--- config.mk ---
export PLATFORM = sky130hd
export DESIGN_NAME = prologue_length_scanner
export DESIGN_NICKNAME = d
export VERILOG_FILES = /design/src/plscan_pkg.sv /design/src/prologue_length_scanner.sv /design/src/plscan_decode.sv
export SDC_FILE = /design/constraint.sdc
export NUM_CORES = 1
export LEC_CHECK = 0
export ABC_AREA = 1
export BUFFER_PORTS_ARGS = -buffer_cell sky130_fd_sc_hd__buf_2
export CORE_AREA = 2 2 95 97
export CTS_BUF_LIST = sky130_fd_sc_hd__clkbuf_8
export DETAILED_ROUTE_END_ITERATION = 10
export DIE_AREA = 0 0 97 99
export GPL_TIMING_DRIVEN = 0
export PLACE_DENSITY = 0.73
export REMOVE_ABC_BUFFERS = 1
export SLEW_MARGIN = 0
export SYNTH_ARGS = -nofsm -noshare
export SYNTH_HDL_FRONTEND = slang
export SYNTH_HIERARCHICAL = 1
export SYNTH_SLANG_ARGS = --single-unit
--- constraint.sdc ---
create_clock -name clock -period 13.1 [get_ports clock]
set_clock_uncertainty 0.1 [all_clocks]
set_input_delay 2.62 -clock clock [delete_from_list [all_inputs] [get_ports clock]]
set_output_delay 2.62 -clock clock [all_outputs]
set_load 0.01 [all_outputs]
--- src/plscan_pkg.sv ---
package plscan_pkg;

   // field widths
   localparam int ByteW = 8;
   localparam int LenW  = 5;
   localparam int CntW  = 4;
   localparam int CfgW  = 4;

   // register reset values
   localparam logic [CfgW-1:0] REQ_LEN_RESET = 4'd14;
   localparam logic [CfgW-1:0] BUDGET_RESET  = 4'd12;

   // register indexes
   typedef enum logic {
      CSR_REQUIRED_LENGTH    = 1'b0,
      CSR_INSTRUCTION_BUDGET = 1'b1
   } csr_index_type;

   // instruction bytes
   localparam logic [ByteW-1:0] BYTE_ENDBR_0 = 8'hF3;
   localparam logic [ByteW-1:0] BYTE_ESCAPE  = 8'h0F;
   localparam logic [ByteW-1:0] BYTE_ENDBR_2 = 8'h1E;
   localparam logic [ByteW-1:0] BYTE_ENDBR_3 = 8'hFA;
   localparam logic [ByteW-1:0] BYTE_NOP     = 8'h90;
   localparam logic [ByteW-1:0] BYTE_REX_B   = 8'h41;
   localparam logic [ByteW-1:0] BYTE_OPSIZE  = 8'h66;
   localparam logic [ByteW-1:0] REXW_MASK    = 8'hF8;
   localparam logic [ByteW-1:0] REXW_BASE    = 8'h48;
   localparam logic [3:0]       PUSHPOP_ROW  = 4'h5;

   // opcodes allowed after rex.w
   localparam logic [ByteW-1:0] OP_GRP1_IMM8  = 8'h83;
   localparam logic [ByteW-1:0] OP_GRP1_IMM32 = 8'h81;
   localparam logic [ByteW-1:0] OP_MOV_IMM32  = 8'hC7;
   localparam logic [ByteW-1:0] OP_MOV_STORE  = 8'h89;
   localparam logic [ByteW-1:0] OP_MOV_LOAD   = 8'h8B;
   localparam logic [ByteW-1:0] OP_LEA        = 8'h8D;
   localparam logic [ByteW-1:0] OP_TEST       = 8'h85;
   localparam logic [ByteW-1:0] OP_CMP        = 8'h3B;

   // modrm codes
   localparam logic [1:0] MOD_INDIRECT = 2'd0;
   localparam logic [1:0] MOD_DISP8    = 2'd1;
   localparam logic [1:0] MOD_DISP32   = 2'd2;
   localparam logic [1:0] MOD_REGISTER = 2'd3;
   localparam logic [2:0] RM_SIB       = 3'd4;
   localparam logic [2:0] RM_RIP       = 3'd5;

   typedef enum logic [3:0] {
      PH_IDLE,
      PH_DONE,
      PH_OPCODE,
      PH_ENDBR_1,
      PH_ENDBR_2,
      PH_ENDBR_3,
      PH_REXB,
      PH_P66_ESC,
      PH_P66_OP,
      PH_P66_MODRM,
      PH_REXW_OP,
      PH_REXW_MODRM,
      PH_SKIP
   } phase_type;

   typedef struct packed {
      phase_type         phase;
      logic [LenW-1:0]   total;
      logic [CntW-1:0]   count;
      logic [3:0]        skip;
      logic [ByteW-1:0]  held;
      logic [3:0]        cur;
   } scan_state_type;

   typedef struct packed {
      logic            valid;
      logic [LenW-1:0] length;
      logic            accepted;
   } scan_result_type;

   // opcode accepted after a rex.w prefix
   function automatic logic rexw_opcode_ok(input logic [ByteW-1:0] b);
      logic ok;
      case (b)
         OP_GRP1_IMM8, OP_GRP1_IMM32, OP_MOV_IMM32, OP_MOV_STORE,
         OP_MOV_LOAD, OP_LEA, OP_TEST, OP_CMP: ok = 1'b1;
         default: ok = 1'b0;
      endcase
      return ok;
   endfunction

   // immediate bytes carried by a rex.w opcode
   function automatic logic [2:0] rexw_imm_len(input logic [ByteW-1:0] op);
      logic [2:0] n;
      case (op)
         OP_GRP1_IMM8:                n = 3'd1;
         OP_GRP1_IMM32, OP_MOV_IMM32: n = 3'd4;
         default:                     n = 3'd0;
      endcase
      return n;
   endfunction

endpackage

--- src/prologue_length_scanner.sv ---
// result: registered, on rsp in the cycle after the code byte that ends the scan is accepted
// throughput: one code byte per cycle, unless req is stalled by a held result;
// a held result does not stall req while rsp_tready is high
// reset: synchronous, active high; scan idle until a start byte,
// required_length back to 14 and instruction_budget back to 12
module prologue_length_scanner (
   input  logic                         clock,
   input  logic                         reset,
   input  logic                         req_tvalid,
   output logic                         req_tready,
   input  logic [plscan_pkg::ByteW-1:0] req_tdata,  // [7:0] code_byte
   input  logic                         req_tuser,  // [0] start_req
   output logic                         rsp_tvalid,
   input  logic                         rsp_tready,
   output logic [7:0]                   rsp_tdata,  // [4:0] covered_length, [7:5] zero
   output logic                         rsp_tuser,  // [0] accepted
   input  logic                         csr_valid,
   output logic                         csr_ready,
   input  logic                         csr_index,
   input  logic [plscan_pkg::CfgW-1:0]  csr_data
);
   import plscan_pkg::*;

   scan_state_type  state_ff, state_in, state_next;
   scan_result_type result;
   logic [CfgW-1:0] req_len_ff, req_len_in;
   logic [CfgW-1:0] budget_ff, budget_in;
   logic            rsp_valid_ff, rsp_valid_in;
   logic [LenW-1:0] rsp_len_ff, rsp_len_in;
   logic            rsp_ok_ff, rsp_ok_in;
   logic            req_take;
   logic            rsp_load;

   assign req_tready = !rsp_valid_ff || rsp_tready;
   assign req_take   = req_tvalid && req_tready;
   assign rsp_load   = req_take && result.valid;
   assign csr_ready  = 1'b1;

   plscan_decode u_decode (
      .state_q            (state_ff),
      .code_byte          (req_tdata),
      .start_req          (req_tuser),
      .required_length    (req_len_ff),
      .instruction_budget (budget_ff),
      .state_d            (state_next),
      .result             (result)
   );

   // configuration writes
   always_comb begin
      req_len_in = req_len_ff;
      budget_in  = budget_ff;
      if (csr_valid) begin
         unique case (csr_index_type'(csr_index))
            CSR_REQUIRED_LENGTH:    req_len_in = csr_data;
            CSR_INSTRUCTION_BUDGET: budget_in  = csr_data;
            default:                req_len_in = req_len_ff;
         endcase
      end
   end

   // scan state advances on each accepted item
   assign state_in = req_take ? state_next : state_ff;

   // output register
   always_comb begin
      rsp_len_in   = rsp_len_ff;
      rsp_ok_in    = rsp_ok_ff;
      rsp_valid_in = rsp_valid_ff && !rsp_tready;
      if (rsp_load) begin
         rsp_valid_in = 1'b1;
         rsp_len_in   = result.length;
         rsp_ok_in    = result.accepted;
      end
   end

   always_ff @(posedge clock) begin
      if (reset) begin
         state_ff.phase <= PH_IDLE;
         state_ff.total <= '0;
         state_ff.count <= '0;
         state_ff.skip  <= '0;
         state_ff.held  <= '0;
         state_ff.cur   <= '0;
         req_len_ff     <= REQ_LEN_RESET;
         budget_ff      <= BUDGET_RESET;
         rsp_valid_ff   <= 1'b0;
      end else begin
         state_ff     <= state_in;
         req_len_ff   <= req_len_in;
         budget_ff    <= budget_in;
         rsp_valid_ff <= rsp_valid_in;
      end
   end

   always_ff @(posedge clock) begin
      rsp_len_ff <= rsp_len_in;
      rsp_ok_ff  <= rsp_ok_in;
   end

   assign rsp_tvalid = rsp_valid_ff;
   assign rsp_tdata  = {{(8 - LenW){1'b0}}, rsp_len_ff};
   assign rsp_tuser  = rsp_ok_ff;

   // a refusal never carries a length, a success always does
   a_refuse_zero: assert property (@(posedge clock) disable iff (reset)
      rsp_valid_ff && !rsp_ok_ff |-> rsp_len_ff == '0)
      else $error("refusal with nonzero length");

   a_accept_len: assert property (@(posedge clock) disable iff (reset)
      rsp_valid_ff && rsp_ok_ff |-> rsp_len_ff != '0)
      else $error("success with zero length");

   // after any result the scan waits for the next start
   a_done_after_result: assert property (@(posedge clock) disable iff (reset)
      rsp_load |=> state_ff.phase == PH_DONE)
      else $error("scan still running after a result");

   // bytes outside a scan give no result
   a_quiet_when_idle: assert property (@(posedge clock) disable iff (reset)
      req_take && !req_tuser && (state_ff.phase == PH_IDLE || state_ff.phase == PH_DONE)
      |-> !result.valid)
      else $error("result outside a scan");

   // an empty output register never blocks the input
   a_ready_when_empty: assert property (@(posedge clock) disable iff (reset)
      !rsp_valid_ff |-> req_tready)
      else $error("input stalled with empty output register");

endmodule

--- src/plscan_decode.sv ---
module plscan_decode (
   input  plscan_pkg::scan_state_type     state_q,
   input  logic [plscan_pkg::ByteW-1:0]   code_byte,
   input  logic                           start_req,
   input  logic [plscan_pkg::CfgW-1:0]    required_length,
   input  logic [plscan_pkg::CfgW-1:0]    instruction_budget,
   output plscan_pkg::scan_state_type     state_d,
   output plscan_pkg::scan_result_type    result
);
   import plscan_pkg::*;

   scan_state_type  base;
   logic            start_fail;
   logic [1:0]      mod_bits;
   logic [2:0]      rm_bits;
   logic            rip_rel;
   logic [2:0]      extra_len;
   logic [3:0]      rexw_extra;
   logic [3:0]      skip_dec;
   logic            step_refuse;
   logic            step_finish;
   phase_type       step_phase;
   logic [3:0]      step_cur;
   logic [3:0]      step_skip;
   logic [ByteW-1:0] step_held;
   logic [LenW-1:0] sum_len;
   logic [CntW-1:0] count_inc;
   logic            hit;
   logic            exhaust;

   // a start clears the scan and decodes this byte as an opcode
   always_comb begin
      base = state_q;
      if (start_req) begin
         base.phase = PH_OPCODE;
         base.total = '0;
         base.count = '0;
         base.skip  = '0;
         base.held  = '0;
         base.cur   = '0;
      end
   end

   assign start_fail = start_req &&
      (required_length == '0 || instruction_budget == '0);

   // modrm: sib and displacement bytes
   assign mod_bits = code_byte[7:6];
   assign rm_bits  = code_byte[2:0];
   assign rip_rel  = (mod_bits == MOD_INDIRECT) && (rm_bits == RM_RIP);

   always_comb begin
      extra_len = 3'd0;
      if (rm_bits == RM_SIB && mod_bits != MOD_REGISTER) begin
         extra_len = 3'd1;
      end
      if (mod_bits == MOD_DISP8) begin
         extra_len = extra_len + 3'd1;
      end else if (mod_bits == MOD_DISP32) begin
         extra_len = extra_len + 3'd4;
      end
   end

   assign rexw_extra = {1'b0, extra_len} + {1'b0, rexw_imm_len(base.held)};
   assign skip_dec   = (base.skip != 4'd0) ? base.skip - 4'd1 : 4'd0;

   // per-phase byte decode
   always_comb begin
      step_refuse = 1'b0;
      step_finish = 1'b0;
      step_phase  = base.phase;
      step_cur    = base.cur;
      step_skip   = base.skip;
      step_held   = base.held;
      unique case (base.phase)
         PH_OPCODE: begin
            if (code_byte == BYTE_ENDBR_0) begin
               step_phase = PH_ENDBR_1;
            end else if (code_byte == BYTE_NOP || code_byte[7:4] == PUSHPOP_ROW) begin
               step_cur    = 4'd1;
               step_finish = 1'b1;
            end else if (code_byte == BYTE_REX_B) begin
               step_phase = PH_REXB;
            end else if (code_byte == BYTE_OPSIZE) begin
               step_phase = PH_P66_ESC;
            end else if ((code_byte & REXW_MASK) == REXW_BASE) begin
               step_phase = PH_REXW_OP;
            end else begin
               step_refuse = 1'b1;
            end
         end
         PH_ENDBR_1: begin
            if (code_byte == BYTE_ESCAPE) step_phase = PH_ENDBR_2;
            else step_refuse = 1'b1;
         end
         PH_ENDBR_2: begin
            if (code_byte == BYTE_ENDBR_2) step_phase = PH_ENDBR_3;
            else step_refuse = 1'b1;
         end
         PH_ENDBR_3: begin
            if (code_byte == BYTE_ENDBR_3) begin
               step_cur    = 4'd4;
               step_finish = 1'b1;
            end else begin
               step_refuse = 1'b1;
            end
         end
         PH_REXB: begin
            if (code_byte[7:4] == PUSHPOP_ROW) begin
               step_cur    = 4'd2;
               step_finish = 1'b1;
            end else begin
               step_refuse = 1'b1;
            end
         end
         PH_P66_ESC: begin
            if (code_byte == BYTE_ESCAPE) step_phase = PH_P66_OP;
            else step_refuse = 1'b1;
         end
         PH_P66_OP: begin
            step_held  = code_byte;
            step_phase = PH_P66_MODRM;
         end
         PH_P66_MODRM: begin
            step_cur  = 4'd4 + {1'b0, extra_len};
            step_skip = {1'b0, extra_len};
            if (rip_rel) step_refuse = 1'b1;
            else if (extra_len == 3'd0) step_finish = 1'b1;
            else step_phase = PH_SKIP;
         end
         PH_REXW_OP: begin
            if (rexw_opcode_ok(code_byte)) begin
               step_held  = code_byte;
               step_phase = PH_REXW_MODRM;
            end else begin
               step_refuse = 1'b1;
            end
         end
         PH_REXW_MODRM: begin
            step_cur  = 4'd3 + rexw_extra;
            step_skip = rexw_extra;
            if (rip_rel) step_refuse = 1'b1;
            else if (rexw_extra == 4'd0) step_finish = 1'b1;
            else step_phase = PH_SKIP;
         end
         PH_SKIP: begin
            step_skip = skip_dec;
            if (skip_dec == 4'd0) step_finish = 1'b1;
         end
         PH_IDLE, PH_DONE: begin
            step_phase = base.phase;
         end
         default: begin
            step_phase = base.phase;
         end
      endcase
   end

   // instruction end: running total and budget
   assign sum_len   = base.total + {1'b0, step_cur};
   assign count_inc = base.count + 4'd1;
   assign hit       = sum_len >= {1'b0, required_length};
   assign exhaust   = count_inc >= instruction_budget;

   // next state
   always_comb begin
      state_d       = base;
      state_d.phase = step_phase;
      state_d.cur   = step_cur;
      state_d.skip  = step_skip;
      state_d.held  = step_held;
      if (start_fail) begin
         state_d       = base;
         state_d.phase = PH_DONE;
      end else if (step_refuse) begin
         state_d.phase = PH_DONE;
      end else if (step_finish) begin
         state_d.total = sum_len;
         state_d.count = count_inc;
         state_d.phase = (hit || exhaust) ? PH_DONE : PH_OPCODE;
      end
   end

   // result
   always_comb begin
      result.valid    = start_fail || step_refuse || (step_finish && (hit || exhaust));
      result.accepted = !start_fail && !step_refuse && step_finish && hit;
      result.length   = result.accepted ? sum_len : '0;
   end

endmodule
# Word level (Yosys, flattened, before mapping)
# Cells that the tools add are included.
# Widths: inputs -> output; s select.
# totals
regBits	44
# classes
n_addsub	8
magnitude_cmp	2
eq_ne	36
mux	59
n_bitwise	1
reduce_logical	33
# op_table
cell	count
$eq 8x8->1 const B	13
$mux 4	19
$pmux 4 s8	1
$mux 29	1
$mux 13	2
$mux 1	24
$eq 4x3->1 const B	5
$eq 4x4->1 const B	5
$pmux 4 s5	1
$eq 8x7->1 const B	2
$logic_not 4->1	4
$mux 16	1
$pmux 8 s2	1
$pmux 4 s3	1
$logic_and 1x1->1	10
$mux 9	1
$eq 4x2->1 const B	2
$eq 8x4->1 const B	1
$eq 8x5->1 const B	1
$eq 8x6->1 const B	1
$mux 8	1
$reduce_or 8->1	1
$pmux 1 s7	1
$eq 3x3->1 const B	2
26 further kinds	38

# Logic depth before layout (Yosys ltp)
# Gate-level depths: netlist (run 1).
# logic_depth
ltp_word	16
depth_mapped	31
ltp_nobuf	30

# Cells and area by module
# The synthesis (run 1) kept the hierarchy.
# by_module_without_submodules
mod	instances	cells_per_inst	area_per_inst_um2
plscan_decode	1	455	2280.9
prologue_length_scanner	1	251	1910.6

# Least setup slack after synthesis (run 1)
# Ideal clock, no wire load.
# synth_timing
path_kind	input port to flip-flop
from	input port req_tuser
to	register rsp_len_ff[0], enable pin
setup_ps	350
arrival_ps	6464
required_ps	12650
path_slack_ps	6187
path_stages	25
cell_sequence	inv_2 > buf_6 > buf_6 > nand2_1 > nor4_1 > nor3b_1 > fa_1 > inv_1 > ha_1 > o21ai_0 > a21oi_1 > nand3_1 > inv_1 > fa_1 > inv_1 > ha_1 > a21boi_0 > o21ai_0 > nand2_1 > nand2_1 > nand3_1 > nand2_1 > nand2_1 > inv_1 > nor2_1
# synth_lines
item	line	rtl
from (decl)	prologue_length_scanner.sv:12	input logic req_tuser,
to (signal assigned)	prologue_length_scanner.sv:97	rsp_len_ff <= rsp_len_in;
to (decl)	prologue_length_scanner.sv:29	logic [LenW-1:0] rsp_len_ff, rsp_len_in;

==> results of run 1 <==
[final timing paths]
check / slack (ns) / start / cells after the start / to
min reg2reg: 0.37 / req_len_ff[3]$_SDFFE_PP1P_ / 2 / req_len_ff[3]$_SDFFE_PP1P_
min: 0.37 / req_len_ff[3]$_SDFFE_PP1P_ / 2 / req_len_ff[3]$_SDFFE_PP1P_
max reg2reg: 8.07 / state_ff[11]$_SDFFE_PP0P_ / 21 / rsp_len_ff[0]$_DFFE_PP_
max: 5.29 / req_tuser / 23 / rsp_len_ff[0]$_DFFE_PP_
[cell type report]
type	count	share of cell area [%]
clock buffer	6	1.91
tap	108	3.12
multi-input combinational	513	59.3
clock inverter	2	0.346
timing repair buffer	26	3.00
sequential	44	21.7
inverter	123	10.7
[layout by cell type, fill, tap and decap left out, drive strengths merged, types with 3 or more instances in the layout]
cell type,instances
clkbuf,6
o21ai,35
nand2,195
nand4,8
inv,123
a21oi,44
o21bai,5
ha,20
buf,26
edfxtp,6
conb,4
xor2,3
nand3,73
dfxtp,38
nor2,110
[power groups by stage]
stage | clock network (mW) | logic (mW) | registers, mW
final | 0.0912 | 0.101 | 0.155
after CTS | 0.0951 | 0.100 | 0.155
after global placement | 0 | 0.0978 | 0.158
after global routing | 0.101 | 0.116 | 0.156
after floorplan | 0 | 0.0735 | 0.157
after detailed placement | 0 | 0.0999 | 0.158
[state kept, by name, indices dropped and copies added, names as in the netlist]
register,count
rsp_tuser,1
req_len_ff,4
rsp_len_ff,5
state_ff,29
budget_ff,4
rsp_tvalid,1
[kinds of logic after synthesis]
kind of cell | Yosys count | synth area share [%]
compound gates | 91 | 12.7
xor+xnor | 5 | 1.04
fa+ha+maj | 22 | 6.93
buf+inv | 151 | 16.4
flops | 44 | 22.4
other cells | 2 | 0.179
simple gates | 391 | 40.3
[through the flow]
| step | power (mW) | area (um^2) | hold slack [ns] | std cells | setup WS (ns) |
|---|---|---|---|---|---|
| after CTS | 0.350 | 4330 | 0.381 | 822 | 5.40 |
| after global placement | 0.255 | 4240 | 0.357 | 814 | 5.14 |
| final | 0.347 | 4330 | 0.375 | 822 | 5.29 |
| after floorplan | 0.231 | 3970 | 0.342 | 680 | 6.13 |
| after global routing | 0.374 | 4330 | 0.407 | 822 | 4.86 |
| after detailed placement | 0.258 | 4240 | 0.358 | 814 | 5.08 |
[metal layers]
layer | global-route usage [%] | wire (um)
met2 | 35.8 | 4520
met5 | 0 | 0
met4 | 5.09 | 95
met1 | 26.6 | 4670
met3 | 2.13 | 357
[worst min-delay path, delay by kind of cell, from the launching register on]
| family | cells | cell delay [ns] |
|---|---|---|
| AND/OR/NAND/NOR | 2 | 0.11 |
| flip-flops | 1 | 0.33 |
==> impl_metrics.env, run 1 <==
export IMPL_synthTopCellsByArea="dfxtp_1 18%, nand2_1 17%, inv_1 10%"
export IMPL_critPathLaunchType="input pin"
export IMPL_status="finished, final reports clean"
export IMPL_synth_edf_count=6
export IMPL_hold_viol_final=0
export IMPL_avgSynthCellArea_um2=5.94
export IMPL_finalSetupViolCount=0
export IMPL_num_rows=34
export IMPL_critPathTopFamily="simple AND/OR/NAND/NOR gates"
export IMPL_die_area_um2=9600
export IMPL_critPathBufInv=5
export IMPL_crit_chain="buf_2 > inv_2 > nand2_1 > nor4_1 > nor3b_1 > fa_1 > inv_1 > ha_1 > nand3_1 > a31oi_1 > o21ai_0 > ha_1 > a21oi_1 > nand2_1 > xnor2_1 > inv_1 > ha_1 > nand2_1 > nand3_1 > nand2_1 > nand2_1 > inv_1 > nor2_1"
export IMPL_finalSetupTns_ns=0
export IMPL_gp_congestion=0.903
export IMPL_synth_cell_types=39
export IMPL_overflow=0
export IMPL_floorplan_io_pins=31
export IMPL_post_cts_buffers=0
export IMPL_crit_type="input pin to flop"
export IMPL_async_flop_share_pct=0
export IMPL_tritoncts="done"
export IMPL_cp_slowest_cell="fa_1"
export IMPL_first_global_vias=3731
export IMPL_drive_gt1_share_pct=10.8
export IMPL_die_w_um=97
export IMPL_synth_top_cells_by_count="189 x nand2_1, 112 x inv_1, 102 x nor2_1"
export IMPL_regArea_um2=941
export IMPL_cts_hold_buf=0
export IMPL_grt_first_pass_wirelength_um=16600
export IMPL_cts_root_buf="clkbuf_8"
export IMPL_vias_per_cell=5.08
export IMPL_cp_slowest_stage_delay_ns=0.52
export IMPL_p_leak_nw=2.32
export IMPL_cts_sinks=44
export IMPL_multi_input_area_um2=2570
export IMPL_cts_htree_levels=2
export IMPL_yosys_warnings=6
export IMPL_cts_inserted_buffers=5
export IMPL_diodes=0
export IMPL_final_core_util_pct=50.7
export IMPL_worst_slew_pin_slew_ns=1.02
export IMPL_routed_wl_um=9650
export IMPL_fillers=887
export IMPL_hpwl_um=7280
export IMPL_syn2layout_area_growth_pct=3.40
export IMPL_core_area_um2=8550
export IMPL_slew_violations=0
export IMPL_internal_power_mw=0.225
export IMPL_ant_nets=0
export IMPL_cpMostUsedCell="nand2_1"
export IMPL_crit_fanout=30
export IMPL_hold_path_class="flop to flop"
export IMPL_fin_crit_ns=7.81
export IMPL_powerDensity_nw_per_um2=80.0
export IMPL_comb_power_share_pct=29.1
export IMPL_clk_latency_ns=0.30
export IMPL_die_h_um=99
export IMPL_cts_resized=0
export IMPL_yosysMostFrequentCell="nand2_1"
export IMPL_clockBufferDepth=2
export IMPL_seq_area_frac_synth_pct=22.4
export IMPL_wire_per_inst_um=11.7
export IMPL_rsz0062_at_grt="false"
export IMPL_fmax_ghz=0.128
export IMPL_pwr_share_clk_pct=26.3
export IMPL_cp_data_required_time_ns=12.95
export IMPL_synth_area_leader_cell="dfxtp_1"
export IMPL_drc=0
export IMPL_dr_pass1_iters=5
export IMPL_yosys_register_bits=44
export IMPL_setup_worst_path_end_class="flop"
export IMPL_p_switching_mw=0.122
export IMPL_slew_headroom_pct=31.9
export IMPL_track_usage_pct=20.3
export IMPL_peakVddDrop_uv=50.4
export IMPL_fin_nets=754
export IMPL_port_buffer_count=26
export IMPL_synth_top_area_share_pct=18.1
export IMPL_synth_ff_type="dfxtp_1"
export IMPL_synthCells=706
export IMPL_cap_violations=0
export IMPL_switching_share_pct=35.2
export IMPL_initial_core_util_pct=49.0
export IMPL_vias=4173
export IMPL_drt_iter0_drc=285
export IMPL_syn_area_um2=4190
export IMPL_antenna_found_initial=0
export IMPL_clkTransAtPathRegs_ns=0.09
export IMPL_arrival_ns=7.66
export IMPL_fin_crit_sh_pct=59.6
export IMPL_grt_max_degree=62
export IMPL_seq_power_share_pct=44.6
(Power assumes the default switching activity.)
==> run 2: changes to the inputs <==
--- a/config.mk
+++ b/config.mk
@@ -12,7 +12,7 @@
 export DETAILED_ROUTE_END_ITERATION = 10
 export DIE_AREA = 0 0 97 99
 export GPL_TIMING_DRIVEN = 0
-export PLACE_DENSITY = 0.73
+export PLACE_DENSITY = 0.76
 export REMOVE_ABC_BUFFERS = 1
 export SLEW_MARGIN = 0
 export SYNTH_ARGS = -nofsm -noshare
==> constraint.sdc (replaced) <==
create_clock -name clock -period 7.1 [get_ports clock]
set_clock_uncertainty 0.1 [all_clocks]
set_input_delay 1.42 -clock clock [delete_from_list [all_inputs] [get_ports clock]]
set_output_delay 1.42 -clock clock [all_outputs]
set_load 0.01 [all_outputs]
==> impl_metrics.env, run 2 (synthesis gave the netlist of run 1 again) <==
export IMPL_status="finished, final reports clean"
export IMPL_wire_per_inst_um=12.2
export IMPL_drt_iter0_drc=275
export IMPL_arrival_ns=6.45
export IMPL_largest_reg_flops=29
export IMPL_vias=4228
export IMPL_diodes=0
export IMPL_die_area_um2=9600
export IMPL_critPathLaunchType="input pin"
export IMPL_routed_wl_um=10100
export IMPL_cts_htree_levels=2
export IMPL_powerDensity_nw_per_um2=156
export IMPL_cts_inserted_buffers=5
export IMPL_first_global_vias=3934
export IMPL_cts_sinks=44
export IMPL_finalSetupViolCount=0
export IMPL_min_to="req_len_ff[3]$_SDFFE_PP1P_"
export IMPL_floorplan_io_pins=31
export IMPL_worst_slew_pin_slew_ns=1.04
export IMPL_port_buffer_count=26
export IMPL_grt_max_degree=62
export IMPL_timing_rr_end="rsp_tuser$_DFFE_PP_"
export IMPL_die_w_um=97
export IMPL_post_cts_buffers=0
export IMPL_p_leak_nw=2.33
export IMPL_final_common_cell="nand2_1"
export IMPL_num_rows=34
export IMPL_clockBufferDepth=2
export IMPL_clk_latency_ns=0.31
export IMPL_cts_resized=0
export IMPL_hold_path_class="flop to flop"
export IMPL_syn2layout_area_growth_pct=3.97
export IMPL_cts_root_buf="clkbuf_8"
export IMPL_hold_viol_final=0
export IMPL_route_met2_wl_um=4780
export IMPL_top_register="state_ff"
export IMPL_fmax_ghz=0.151
export IMPL_ant_nets=0
export IMPL_antenna_found_initial=0
export IMPL_rsz0062_at_grt="false"
export IMPL_cp_data_required_time_ns=6.95
export IMPL_fin_crit_ns=6.60
export IMPL_startpoint="req_tuser"
export IMPL_vias_per_cell=5.14
export IMPL_peakVddDrop_uv=88.5
export IMPL_drc=0
export IMPL_track_usage_pct=21.3
export IMPL_met1Wirelength_um=4680
export IMPL_hold_start="req_len_ff[3]$_SDFFE_PP1P_"
export IMPL_dr_pass1_iters=5
export IMPL_initial_core_util_pct=49.0
export IMPL_crit_fanout=30
export IMPL_p_total_mw=0.682
export IMPL_drive_gt1_share_pct=10.8
export IMPL_die_h_um=99
export IMPL_slew_headroom_pct=30.6
export IMPL_final_cell_mix="189 x nand2_1, 112 x inv_1, 102 x nor2_1"
export IMPL_overflow=0
export IMPL_gp_congestion=0.910
export IMPL_worstHoldPathCells=2
export IMPL_fin_crit_sh_pct=93.0
export IMPL_top_regs="state_ff: 29 flops, rsp_len_ff: 5 flops"
export IMPL_crit_type="input pin to flop"
export IMPL_grt_first_pass_wirelength_um=17200
export IMPL_fin_nets=754
export IMPL_r2r_start="state_ff[11]$_SDFFE_PP0P_"
export IMPL_setup_worst_path_end_class="flop"
export IMPL_topRoutingLayerUsed="met4"
export IMPL_met3_length_um=425
export IMPL_reg2regPathDepth=21
export IMPL_cap_violations=0
export IMPL_cts_hold_buf=0
export IMPL_clkTransAtPathRegs_ns=0.09
export IMPL_hpwl_um=7410
export IMPL_finalSetupTns_ns=0
export IMPL_tritoncts="done"
export IMPL_slew_violations=0
export IMPL_reg2reg_slack_ns=2.06
export IMPL_core_area_um2=8550
==> run 2: layer usage <==
metal,up-vias,global-route usage [%]
li1,2212,-
met1,1905,27.5
met2,95,36.6
met3,16,2.84
met4,0,7.69
met5,-,0
==> run 2: area by class of cell <==
| class | instances | area, um^2 |
|---|---|---|
| fillers | 909 | 4190 |
| multi-input cells | 513 | 2570 |
| flip-flops and latches | 44 | 941 |
| inverters | 123 | 462 |
| well taps | 108 | 135 |
| repair buffers | 26 | 130 |
| clock buffers | 6 | 82.6 |
| clock inverters | 2 | 38.8 |
==> run 2: power breakdown <==
group / internal, mW / leakage, nW / switching (mW)
sequential: 0.272 / 0.373 / 0.0139
clock: 0.115 / 0.0614 / 0.0927
combinational: 0.0644 / 1.90 / 0.124
total: 0.451 / 2.33 / 0.231
==> run 2: how the worst max path moves through the flow <==
stage | end | cells past startpoint
finish | rsp_tuser$_DFFE_PP_ | 23
CTS | rsp_len_ff[0]$_DFFE_PP_ | 24
global route | rsp_len_ff[2]$_DFFE_PP_ | 23
detailed placement | rsp_len_ff[0]$_DFFE_PP_ | 24
floorplan | rsp_len_ff[0]$_DFFE_PP_ | 23
global placement | rsp_len_ff[4]$_DFFE_PP_ | 23
==> run 2: metrics by stage <==
step	std cells	hold WS [ns]	area (um^2)	utilization [%]	setup slack (ns)
global route	822	0.412	4360	51.0	0.0149
CTS	822	0.382	4360	51.0	0.575
global placement	814	0.356	4240	49.5	0.341
floorplan	680	0.342	3970	-	1.33
detailed placement	814	0.361	4240	49.5	0.264
finish	822	0.376	4360	51.0	0.499
==> run 2: critical path, cell delays in order <==
cell and delay, ns:
buf_2 0.20, inv_2 0.50, nand2_1 0.19, nor4_1 0.33, nor3b_1 0.38, fa_1 0.52
inv_1 0.10, ha_1 0.17, nand3_1 0.13, a31oi_1 0.25, o21ai_0 0.14, ha_1 0.37
a21oi_1 0.15, nand2_1 0.08, xnor2_1 0.34, inv_1 0.08, ha_1 0.28, nand2_1 0.07
nand3_1 0.10, nand2_1 0.09, nand2_1 0.12, inv_1 0.06, nor2_1 0.39
==> run 3: changes to the inputs <==
--- a/config.mk
+++ b/config.mk
@@ -7,15 +7,14 @@
 export LEC_CHECK = 0
 export ABC_AREA = 1
 export BUFFER_PORTS_ARGS = -buffer_cell sky130_fd_sc_hd__buf_2
-export CORE_AREA = 2 2 95 97
+export CORE_AREA = 2 2 88 90
 export CTS_BUF_LIST = sky130_fd_sc_hd__clkbuf_8
 export DETAILED_ROUTE_END_ITERATION = 10
-export DIE_AREA = 0 0 97 99
+export DIE_AREA = 0 0 90 92
 export GPL_TIMING_DRIVEN = 0
 export PLACE_DENSITY = 0.76
 export REMOVE_ABC_BUFFERS = 1
 export SLEW_MARGIN = 0
 export SYNTH_ARGS = -nofsm -noshare
 export SYNTH_HDL_FRONTEND = slang
-export SYNTH_HIERARCHICAL = 1
 export SYNTH_SLANG_ARGS = --single-unit
==> constraint.sdc (replaced) <==
create_clock -name clock -period 7.1 [get_ports clock]
set_clock_uncertainty 0.1 [all_clocks]
set_input_delay 0.355 -clock clock [delete_from_list [all_inputs] [get_ports clock]]
set_output_delay 0.355 -clock clock [all_outputs]
set_load 0.01 [all_outputs]
==> impl_metrics.env, run 3 <==
export IMPL_dr_pass1_iters=5
export IMPL_die_h_um=92
export IMPL_cpMostUsedCell="nand2_1"
export IMPL_cts_inserted_buffers=5
export IMPL_comb_power_share_pct=20.7
export IMPL_cts_hold_buf=0
export IMPL_powerDensity_nw_per_um2=154
export IMPL_ant_nets=0
export IMPL_cp_slowest_stage_delay_ns=0.62
export IMPL_final_setup_worst_slack_ns=2.46
export IMPL_post_place_ws_ns=2.16
export IMPL_cp_slowest_cell="fa_1"
export IMPL_crit_type="input pin to flop"
export IMPL_syn2layout_area_growth_pct=6.98
export IMPL_overflow=0
export IMPL_drt_iter0_drc=211
export IMPL_synth_cell_types=44
export IMPL_synth_top_area_share_pct=21.1
export IMPL_floorplan_io_pins=31
export IMPL_cts_htree_levels=2
export IMPL_synth_top_cells_by_count="165 x nand2_1, 72 x inv_1, 57 x nor2_1"
export IMPL_cap_violations=0
export IMPL_cp_data_required_time_ns=7.01
export IMPL_status="finished, final reports clean"
export IMPL_initial_core_util_pct=48.4
export IMPL_gp_congestion=0.928
export IMPL_die_area_um2=8280
export IMPL_yosys_warnings=0
export IMPL_largest_reg_flops=29
export IMPL_async_flop_share_pct=0
export IMPL_seq_area_frac_synth_pct=26.1
export IMPL_final_common_cell="nand2_1"
export IMPL_cts_root_buf="clkbuf_8"
export IMPL_yosysMostFrequentCell="nand2_1"
export IMPL_rsz0062_at_grt="false"
export IMPL_final_core_util_pct=51.7
export IMPL_top_register="state_ff"
export IMPL_worst_slew_pin_slew_ns=1.10
export IMPL_tritoncts="done"
export IMPL_grt_max_degree=31
export IMPL_avgSynthCellArea_um2=6.41
export IMPL_synthCells=562
export IMPL_slew_violations=0
export IMPL_clkTransAtPathRegs_ns=0.09
export IMPL_setup_worst_path_end_class="flop"
export IMPL_synth_area_leader_cell="dfxtp_1"
export IMPL_hpwl_um=6660
export IMPL_crit_chain="buf_2 > inv_8 > nand2_1 > nand2_1 > nor2_4 > nand2_1 > fa_1 > ha_1 > o21ai_0 > nor3_1 > o21ai_2 > inv_1 > fa_1 > inv_1 > ha_1 > a21boi_0 > o21ai_0 > nand2_1 > nand2_1 > nand4_1 > nand2_2 > nand2_2 > nand2_2 > inv_1"
export IMPL_pwr_share_clk_pct=33.9
export IMPL_p_switching_mw=0.190
export IMPL_yosys_register_bits=44
export IMPL_num_rows=32
export IMPL_cts_resized=0
export IMPL_p_leak_nw=1.87
export IMPL_hold_viol_final=0
export IMPL_synthTopCellsByArea="dfxtp_1 21%, nand2_1 17%, inv_1 7.5%"
export IMPL_first_global_vias=3501
export IMPL_die_w_um=90
export IMPL_synth_edf_count=6
export IMPL_critPathLaunchType="input pin"
export IMPL_cts_sinks=44
export IMPL_core_area_um2=7450
export IMPL_dpl_cell_count=674
export IMPL_fmax_ghz=0.215
export IMPL_seq_power_share_pct=45.5
export IMPL_track_usage_pct=22.3
export IMPL_peakVddDrop_uv=93.2
export IMPL_diodes=0
export IMPL_drive_gt1_share_pct=12.6
export IMPL_internal_power_mw=0.405
export IMPL_fin_crit_ns=4.64
export IMPL_final_cell_mix="165 x nand2_1, 72 x inv_1, 56 x nor2_1"
export IMPL_finalSetupViolCount=0
export IMPL_antenna_found_initial=0
export IMPL_wire_per_inst_um=13.0
export IMPL_fin_nets=617
export IMPL_vias=3641
export IMPL_holdWs_ns=0.177
export IMPL_hold_path_class="input pin to flop"
export IMPL_slew_headroom_pct=26.6
export IMPL_finalSetupTns_ns=0
export IMPL_synth_ff_type="dfxtp_1"
export IMPL_fin_crit_sh_pct=65.4
export IMPL_routed_wl_um=8890
export IMPL_grt_first_pass_wirelength_um=15400
export IMPL_arrival_ns=4.55
export IMPL_crit_fanout=28
export IMPL_post_cts_buffers=0
export IMPL_switching_share_pct=31.9
export IMPL_top_regs="state_ff: 29 flops, rsp_len_ff: 5 flops"
export IMPL_clockBufferDepth=2
export IMPL_drc=0
export IMPL_syn_area_um2=3600
export IMPL_clk_latency_ns=0.31
export IMPL_vias_per_cell=5.34
export IMPL_port_buffer_count=26
export IMPL_stdcell_count=682
[run 3: changes by cell type after synthesis, sizes merged, moves of 3 or more]
| cell | change |
|---|---|
| nand2 | -19 |
| nand3 | -41 |
| o21ai | -11 |
| clkbuf | +6 |
| inv | -45 |
| o211ai | +21 |
| ha | -3 |
| nor2 | -42 |
| buf | -16 |
| nor3 | +8 |
| a21oi | -5 |
[run 3: per-stage QoR]
stage	power (mW)	cell area, um^2
after CTS	0.594	3850
after detailed placement	0.397	3740
after global routing	0.621	3850
after floorplan	0.358	3480
final	0.595	3850
after global placement	0.394	3740
[run 3: critical path: cells and delay by family]
kind                       cells  cell delay (ns)
adders and majority gates      4             1.75
and+or+nand+nor               11             1.04
buffers and inverters          5             0.81
AOI/OAI and AO/OA              4             0.58
[run 3: cells by family (layout without fill, tap and decap cells)]
group	count (synthesis)	in the layout	synth area share [%]
adder cells (fa/ha/maj)	19	19	7.02
flip-flops	44	44	26.1
AO/OA/AOI/OAI	97	97	16.5
buffers and inverters	97	113	12.0
other	2	4	0.209
XOR/XNOR	5	5	1.22
AND/OR/NAND/NOR	298	298	37.0
[run 3: worst paths after layout]
path	start	end	slack, ns	cells after the start
worst max-delay path	req_tuser	rsp_len_ff[4]$_SDFFCE_PN0P_	2.46	24
worst min-delay path	csr_data[3]	budget_ff[3]$_SDFFE_PP1P_	0.18	3
worst max register to register	state_ff[7]$_SDFFE_PP0P_	rsp_len_ff[4]$_SDFFCE_PN0P_	2.64	22
worst min register to register	state_ff[22]$_SDFFE_PP0P_	state_ff[22]$_SDFFE_PP0P_	0.37	2
[run 3: final cells by class]
type,instances,area (um^2)
inverters,79,304
fillers,758,3590
clock inverters,3,42.5
repair buffers,26,130
flip-flops and latches,44,941
multi-input cells,423,2240
well taps,102,128
clock buffers,5,68.8
[run 3: per-layer routing]
metal | part of all wire [%] | GRT usage (%) | up-vias
met4 | 2.2 | 7.18 | 0
li1 | - | - | 1844
met2 | 49 | 41.5 | 92
met3 | 3.9 | 3.45 | 19
met1 | 45 | 26.2 | 1686
met5 | 0 | 0 | -
[run 3: power by group through the flow]
stage	logic (mW)	clock network (mW)	registers (mW)
detailed placement	0.121	0	0.276
finish	0.123	0.201	0.270
global route	0.139	0.210	0.271
global placement	0.118	0	0.276
floorplan	0.0825	0	0.276
CTS	0.122	0.202	0.270
